### src/hdl/mpnf_pkg.sv
package mpnf_pkg;

    localparam int MAX_WIDTH       = 1024;
    localparam int PALETTE_ENTRIES = 256;
    localparam int COL_W           = $clog2(MAX_WIDTH);
    localparam int LINE_DEPTH      = 3 * MAX_WIDTH;
    localparam int LINE_AW         = COL_W + 2;
    localparam int PAL_AW          = $clog2(PALETTE_ENTRIES);
    localparam int SUM_W           = 11;
    localparam int RECIP_W         = 17;
    localparam int RECIP_SH        = 16;

    typedef enum logic [1:0] {
        OP_LOAD  = 2'd0,
        OP_PIXEL = 2'd1,
        OP_DRAIN = 2'd2,
        OP_NONE  = 2'd3
    } t_op;

    localparam logic [1:0] CFG_WIDTH  = 2'd0;
    localparam logic [1:0] CFG_HEIGHT = 2'd1;
    localparam logic [1:0] CFG_MASK   = 2'd2;

    typedef struct packed {
        logic [SUM_W-1:0] r;
        logic [SUM_W-1:0] g;
        logic [SUM_W-1:0] b;
        logic [3:0]       cnt;
    } t_acc;

    typedef struct packed {
        logic dxn;
        logic dxp;
        logic dyn;
        logic dyp;
    } t_nb;

    function automatic t_nb nb_offs(input logic [2:0] k);
        t_nb o;
        o = '0;
        unique case (k)
            3'd0: begin o.dxn = 1'b1; o.dyn = 1'b1; end
            3'd1: begin o.dxn = 1'b1; end
            3'd2: begin o.dxn = 1'b1; o.dyp = 1'b1; end
            3'd3: begin o.dyn = 1'b1; end
            3'd4: begin o.dyp = 1'b1; end
            3'd5: begin o.dxp = 1'b1; o.dyn = 1'b1; end
            3'd6: begin o.dxp = 1'b1; end
            default: begin o.dxp = 1'b1; o.dyp = 1'b1; end
        endcase
        return o;
    endfunction

    // ceil(2^16 / d); exact floor division for sums below 2048, d up to 8
    function automatic logic [RECIP_W-1:0] recip(input logic [3:0] d);
        logic [RECIP_W-1:0] v;
        unique case (d)
            4'd1:    v = 17'd65536;
            4'd2:    v = 17'd32768;
            4'd3:    v = 17'd21846;
            4'd4:    v = 17'd16384;
            4'd5:    v = 17'd13108;
            4'd6:    v = 17'd10923;
            4'd7:    v = 17'd9363;
            4'd8:    v = 17'd8192;
            default: v = 17'd0;
        endcase
        return v;
    endfunction

    function automatic logic [1:0] dec3(input logic [1:0] x);
        return (x == 2'd0) ? 2'd2 : 2'(x - 2'd1);
    endfunction

    function automatic logic [1:0] inc3(input logic [1:0] x);
        return (x == 2'd2) ? 2'd0 : 2'(x + 2'd1);
    endfunction

endpackage

### src/hdl/mpnf_avg.sv
module mpnf_avg (
    input  logic            i_clk,
    input  mpnf_pkg::t_acc  i_acc,
    output logic [7:0]      o_red,
    output logic [7:0]      o_green,
    output logic [7:0]      o_blue
);

    localparam int PW = mpnf_pkg::SUM_W + mpnf_pkg::RECIP_W;

    logic [mpnf_pkg::RECIP_W-1:0] rc;
    logic [PW-1:0] pr, pg, pb;

    assign rc = mpnf_pkg::recip(i_acc.cnt);
    assign pr = PW'(i_acc.r) * PW'(rc);
    assign pg = PW'(i_acc.g) * PW'(rc);
    assign pb = PW'(i_acc.b) * PW'(rc);

    always_ff @(posedge i_clk) begin
        o_red   <= pr[mpnf_pkg::RECIP_SH +: 8];
        o_green <= pg[mpnf_pkg::RECIP_SH +: 8];
        o_blue  <= pb[mpnf_pkg::RECIP_SH +: 8];
    end

endmodule

### config.mk
export PLATFORM = sky130hd
export DESIGN_NAME = mpnf_avg
export DESIGN_NICKNAME = d
export VERILOG_FILES = /design/src/hdl/mpnf_pkg.sv /design/src/hdl/mpnf_avg.sv
export SDC_FILE = /design/constraint.sdc
export NUM_CORES = 1
export LEC_CHECK = 0
export ABC_AREA = 0
export ABC_CLOCK_PERIOD_IN_PS = 7900
export BUFFER_PORTS_ARGS = -buffer_cell sky130_fd_sc_hd__buf_4
export CAP_MARGIN = 20
export CELL_PAD_IN_SITES_DETAIL_PLACEMENT = 1
export CELL_PAD_IN_SITES_GLOBAL_PLACEMENT = 1
export CORE_MARGIN = 5
export CORE_UTILIZATION = 51
export DETAILED_ROUTE_END_ITERATION = 10
export PLACE_DENSITY_LB_ADDON = 0.25
export SYNTH_ARGS = -nofsm -noshare
export SYNTH_HDL_FRONTEND = slang
export SYNTH_SLANG_ARGS = --single-unit
### constraint.sdc
create_clock -name i_clk -period 7.9 [get_ports i_clk]
set_input_delay 1.58 -clock i_clk [delete_from_list [all_inputs] [get_ports i_clk]]
set_output_delay 1.58 -clock i_clk [all_outputs]
set_load 0.1 [all_outputs]
After elaboration in Yosys (flattened, before gate mapping)
Memory sizes are Yosys's and may differ from the RTL's.
Cells that the tools add are included.
{"block": "totals", "wordCells": 7, "in_bits": 38, "register_bits": 24, "romBits": 272, "output_inout_bits": 24, "mem_count": 1}
{"memory": "(name not given)", "depth": 16, "width": 17, "rd": 1, "rd_clocked_by_memory_dff": 0, "write_ports": 0, "line": "mpnf_pkg.sv:57", "source": "unique case (d)"}
{"block": "classes", "n_mul": 3}
{"cell": "$mul A11 B17 Y24", "n": 3}

Depth between registers and ports, before layout
An unclocked memory read counts as a cell.
{"block": "logic_depth", "word_depth": 2, "depth_mapped": 26, "ltp_nobuf": 25}

Worst setup path before layout
OpenSTA, ideal clock, no wires.
{"block": "synth_path", "path_kind": "input to register", "start": "in i_acc[0] (netlist name)", "end": "reg o_blue[7]", "path_buffers": 3, "cell_stages": 24, "setup_time_ps": 72, "required_ps": 7828, "arrival_ps": 7273, "setup_slack_ps": 555, "cell_sequence": "ha_1 > nor2b_1 > nor2b_1 > clkbuf_1 > clkbuf_1 > clkbuf_1 > nand2_1 > fa_1 > inv_1 > fa_1 > fa_1 > fa_1 > inv_1 > fa_1 > inv_1 > ha_1 > a21o_1 > a221oi_1 > o311ai_0 > nor2_1 > o21ai_0 > a211o_1 > a21oi_1 > xnor2_1"}
{"block": "synth_between", "elab_chain_cells": 2}
{"item": "start, declared", "line": "mpnf_avg.sv:3", "source": "input mpnf_pkg::t_acc i_acc,"}
{"item": "$mem_v2 Z16 W17"}
{"item": "$mul A11 B17 Y24", "line": "mpnf_avg.sv:17", "source": "assign pb = PW'(i_acc.b) * PW'(rc);"}
{"item": "via pb[23]", "line": "mpnf_avg.sv:12", "source": "logic [PW-1:0] pr, pg, pb;"}
{"item": "end signal, assigned", "line": "mpnf_avg.sv:22", "source": "o_blue <= pb[mpnf_pkg::RECIP_SH +: 8];"}
{"item": "end, declared", "line": "mpnf_avg.sv:6", "source": "output logic [7:0] o_blue"}
The timed path passes the listed nets, and every way through them passes these cells.

Worst setup path in the final report
{"block": "layout_path", "start": "in i_acc[1] (netlist name)", "end": "reg o_blue[7]"}
Same word-level chain as after synthesis.

==> out/results.ini <==
[detailed_routing]
vias_per_cell=5.16
totalWireLength_um=40800
drt-pass1-iter-count=5
drtAntennaViolNets=0
routedWlPerCell_um=19.3
drcViolationCount=0
via_count=10900
drtIter0Drc=509

[logic_synthesis]
ys_seq_elements=24
yosysWarnings=0
synthFlopType=dfxtp_1
async_reset_ff_frac=0
syn_nets=2258
synth_top_cell_by_area=fa_1
syn_inst=1693
synth_top_area_frac=0.503
netlist_top_cells_count=inv_1 (528), fa_1 (382), nand2_1 (217)
ys_types=44
seq_area_frac_synth=0.0316
ys_top_cells_by_area=fa_1 (50%), inv_1 (13%), ha_1 (12%), and2_1 (6.2%), nand2_1 (5.4%)
yosysMostFrequentCell=inv_1
synth_edf_count=0
synth_area_mm2=0.0152
synth_area_per_cell_um2=8.97

[grt]
grt_max_degree=30
grt_usage=0.261
grt_use_met2=0.482
use_met3=0.0291
grt_util_met1=0.325
grt-busiest-layer=met2
grt_pass1_vias=13000
gr-total-overflow=0
antenna_found_initial=1
grt_pass1_wl_um=67900

[floorplan]
die_x_um=183
coreArea_mm2=0.0296
die_y_um=183
num_io_pins=62
start_util=0.514
die_area_mm2=0.0333
rows=63

[placement]
routabilityCongestion=0.927
placed_cells=2107
port_buffers=61
hpwl_um=35800

[cells_and_area]
drive_gt1_frac=0.0628
area_growth_pct=7.01
instances_no_fill=2112
nNetsFinal=2287
n_fill_cell=3480

[clock_network]
clk_transition_reported_paths_ns=0.09
cts_buffer_depth=2
post_cts_resized=0
cts.sinks=24
cts.htree.levels=1
cts-root-buf=clkbuf_16
cts_tree=done
cts_made_buffers=3
ctsHoldBuffers=0
post-cts-setup-buffers=0

[critical_path]
required_ns=8.13
endpoint_kind=flip-flop
path_max_fanout=22
path_class=input pin to flip-flop
arrival_ns=7.54
start_kind=input pin
crit_start=i_acc[1]

[sta]
setup_viol_count_final=0
period_needed_ns=7.32
fmax_mhz=137
finalCritPeriodShare=0.926
tns_ns=0
worst_pin_slew_ns=0.632
relSlewSlack=0.575
slew_violations=0
rsz0062_at_grt=no
hold_viol=0

[status]
status=completed

[power_and_ir_drop]
cellPowerDensity_mw_per_mm2=106
pwr-share-clk=0.101
combPwrFrac=0.792
swShare=0.582
ir_drop_mv=0.163
power_frac_seq=0.107
netSwitchingPower_w=0.000998
p_leak_nw=9.16
p_int_w=0.000717

[min_path]
hold_path.class=input pin to flip-flop
worstHoldStart=i_acc[23]

[job]
max_cap_violations=0

==> worst paths after layout <==
check / endpoint / slack, ns / depth (start not counted)
max: o_blue[7] / 0.58 / 24
min: o_green[7] / 1.91 / 5
==> cell families after synthesis <==
family,count (synthesis),share of synthesized area
compound gates,76,0.0339
simple gates,427,0.137
flops,24,0.0316
fa+ha+maj,527,0.623
xor+xnor,49,0.0283
buf+inv,590,0.146
==> per-stage QoR <==
step           instance area, µm²  utilization  hold slack [ns]  total power [W]  setup slack (ns)
2_1_floorplan               15200            -             1.99          0.00119             0.555
3_3_place_gp                16100        0.546             2.08          0.00150             0.502
3_5_place_dp                16100        0.546             2.08          0.00155             0.266
4_1_cts                     16300        0.550             1.90          0.00174             0.584
5_1_grt                     16300        0.550             1.92          0.00188             0.184
6_report                    16300        0.550             1.91          0.00172             0.584
==> cells in the final DEF (no fill, tap or decap), types with 4 or more instances in the layout <==
| cell type | count |
|---|---|
| buf_4 | 84 |
| fa_1 | 382 |
| dfxtp_1 | 24 |
| and2_1 | 150 |
| nand2_1 | 217 |
| nand4b_1 | 4 |
| inv_1 | 528 |
| or2_2 | 4 |
| ha_1 | 145 |
| nor3_1 | 7 |
| nand3_1 | 4 |
| xor2_1 | 10 |
| nand4_1 | 5 |
| a21o_1 | 13 |
| nor2_1 | 17 |
| a21oi_1 | 18 |
| o21ai_0 | 15 |
| o21a_1 | 6 |
| xnor2_1 | 39 |
| a21oi_2 | 4 |
==> worst max-delay path: stages <==
cell and delay [ns]:
buf_4 0.12, ha_1 0.16, nand2b_1 0.14, a21oi_2 0.28, buf_4 0.38, nand2_1 0.14
fa_1 0.53, inv_1 0.06, fa_1 0.44, fa_1 0.48, fa_1 0.49, inv_1 0.05
fa_1 0.48, inv_1 0.04, ha_1 0.30, a21o_1 0.19, a221oi_1 0.27, o311ai_0 0.19
buf_4 0.18, nor2_1 0.15, o21ai_0 0.21, a211o_1 0.34, a21oi_1 0.19, xnor2_1 0.14
==> routing by layer <==
metal  share of wire  up-vias
li1                -     4850
met5         0.00027        -
met1            0.40     5719
met3           0.039       63
met2            0.54      255
met4           0.026        2
==> state kept, by name (all words and copies together), names as in the netlist <==
register,cells
o_blue,8
o_green,8
o_red,8
==> cell type report <==
| cell class | instances | area, µm² | area share |
|---|---|---|---|
| flip-flops and latches | 24 | 480 | 0.0296 |
| clock buffers | 3 | 75.1 | 0.00462 |
| clock inverters | 1 | 30.0 | 0.00185 |
| diodes | 1 | 2.50 | 0.000154 |
| repair buffers | 86 | 671 | 0.0413 |
| well taps | 390 | 488 | 0.0300 |
| inverters | 528 | 1980 | 0.122 |
| multi-input cells | 1079 | 12500 | 0.771 |
==> power by group through the flow <==
stage / clock (W) / combinational (W) / sequential (W)
global route: 0.000180 / 0.00151 / 0.000189
global placement: 0 / 0.00132 / 0.000185
detailed placement: 0 / 0.00137 / 0.000187
CTS: 0.000179 / 0.00138 / 0.000185
floorplan: 0 / 0.000659 / 0.000536
finish: 0.000173 / 0.00136 / 0.000184
Note: power is estimated with default switching activity, not from simulation.
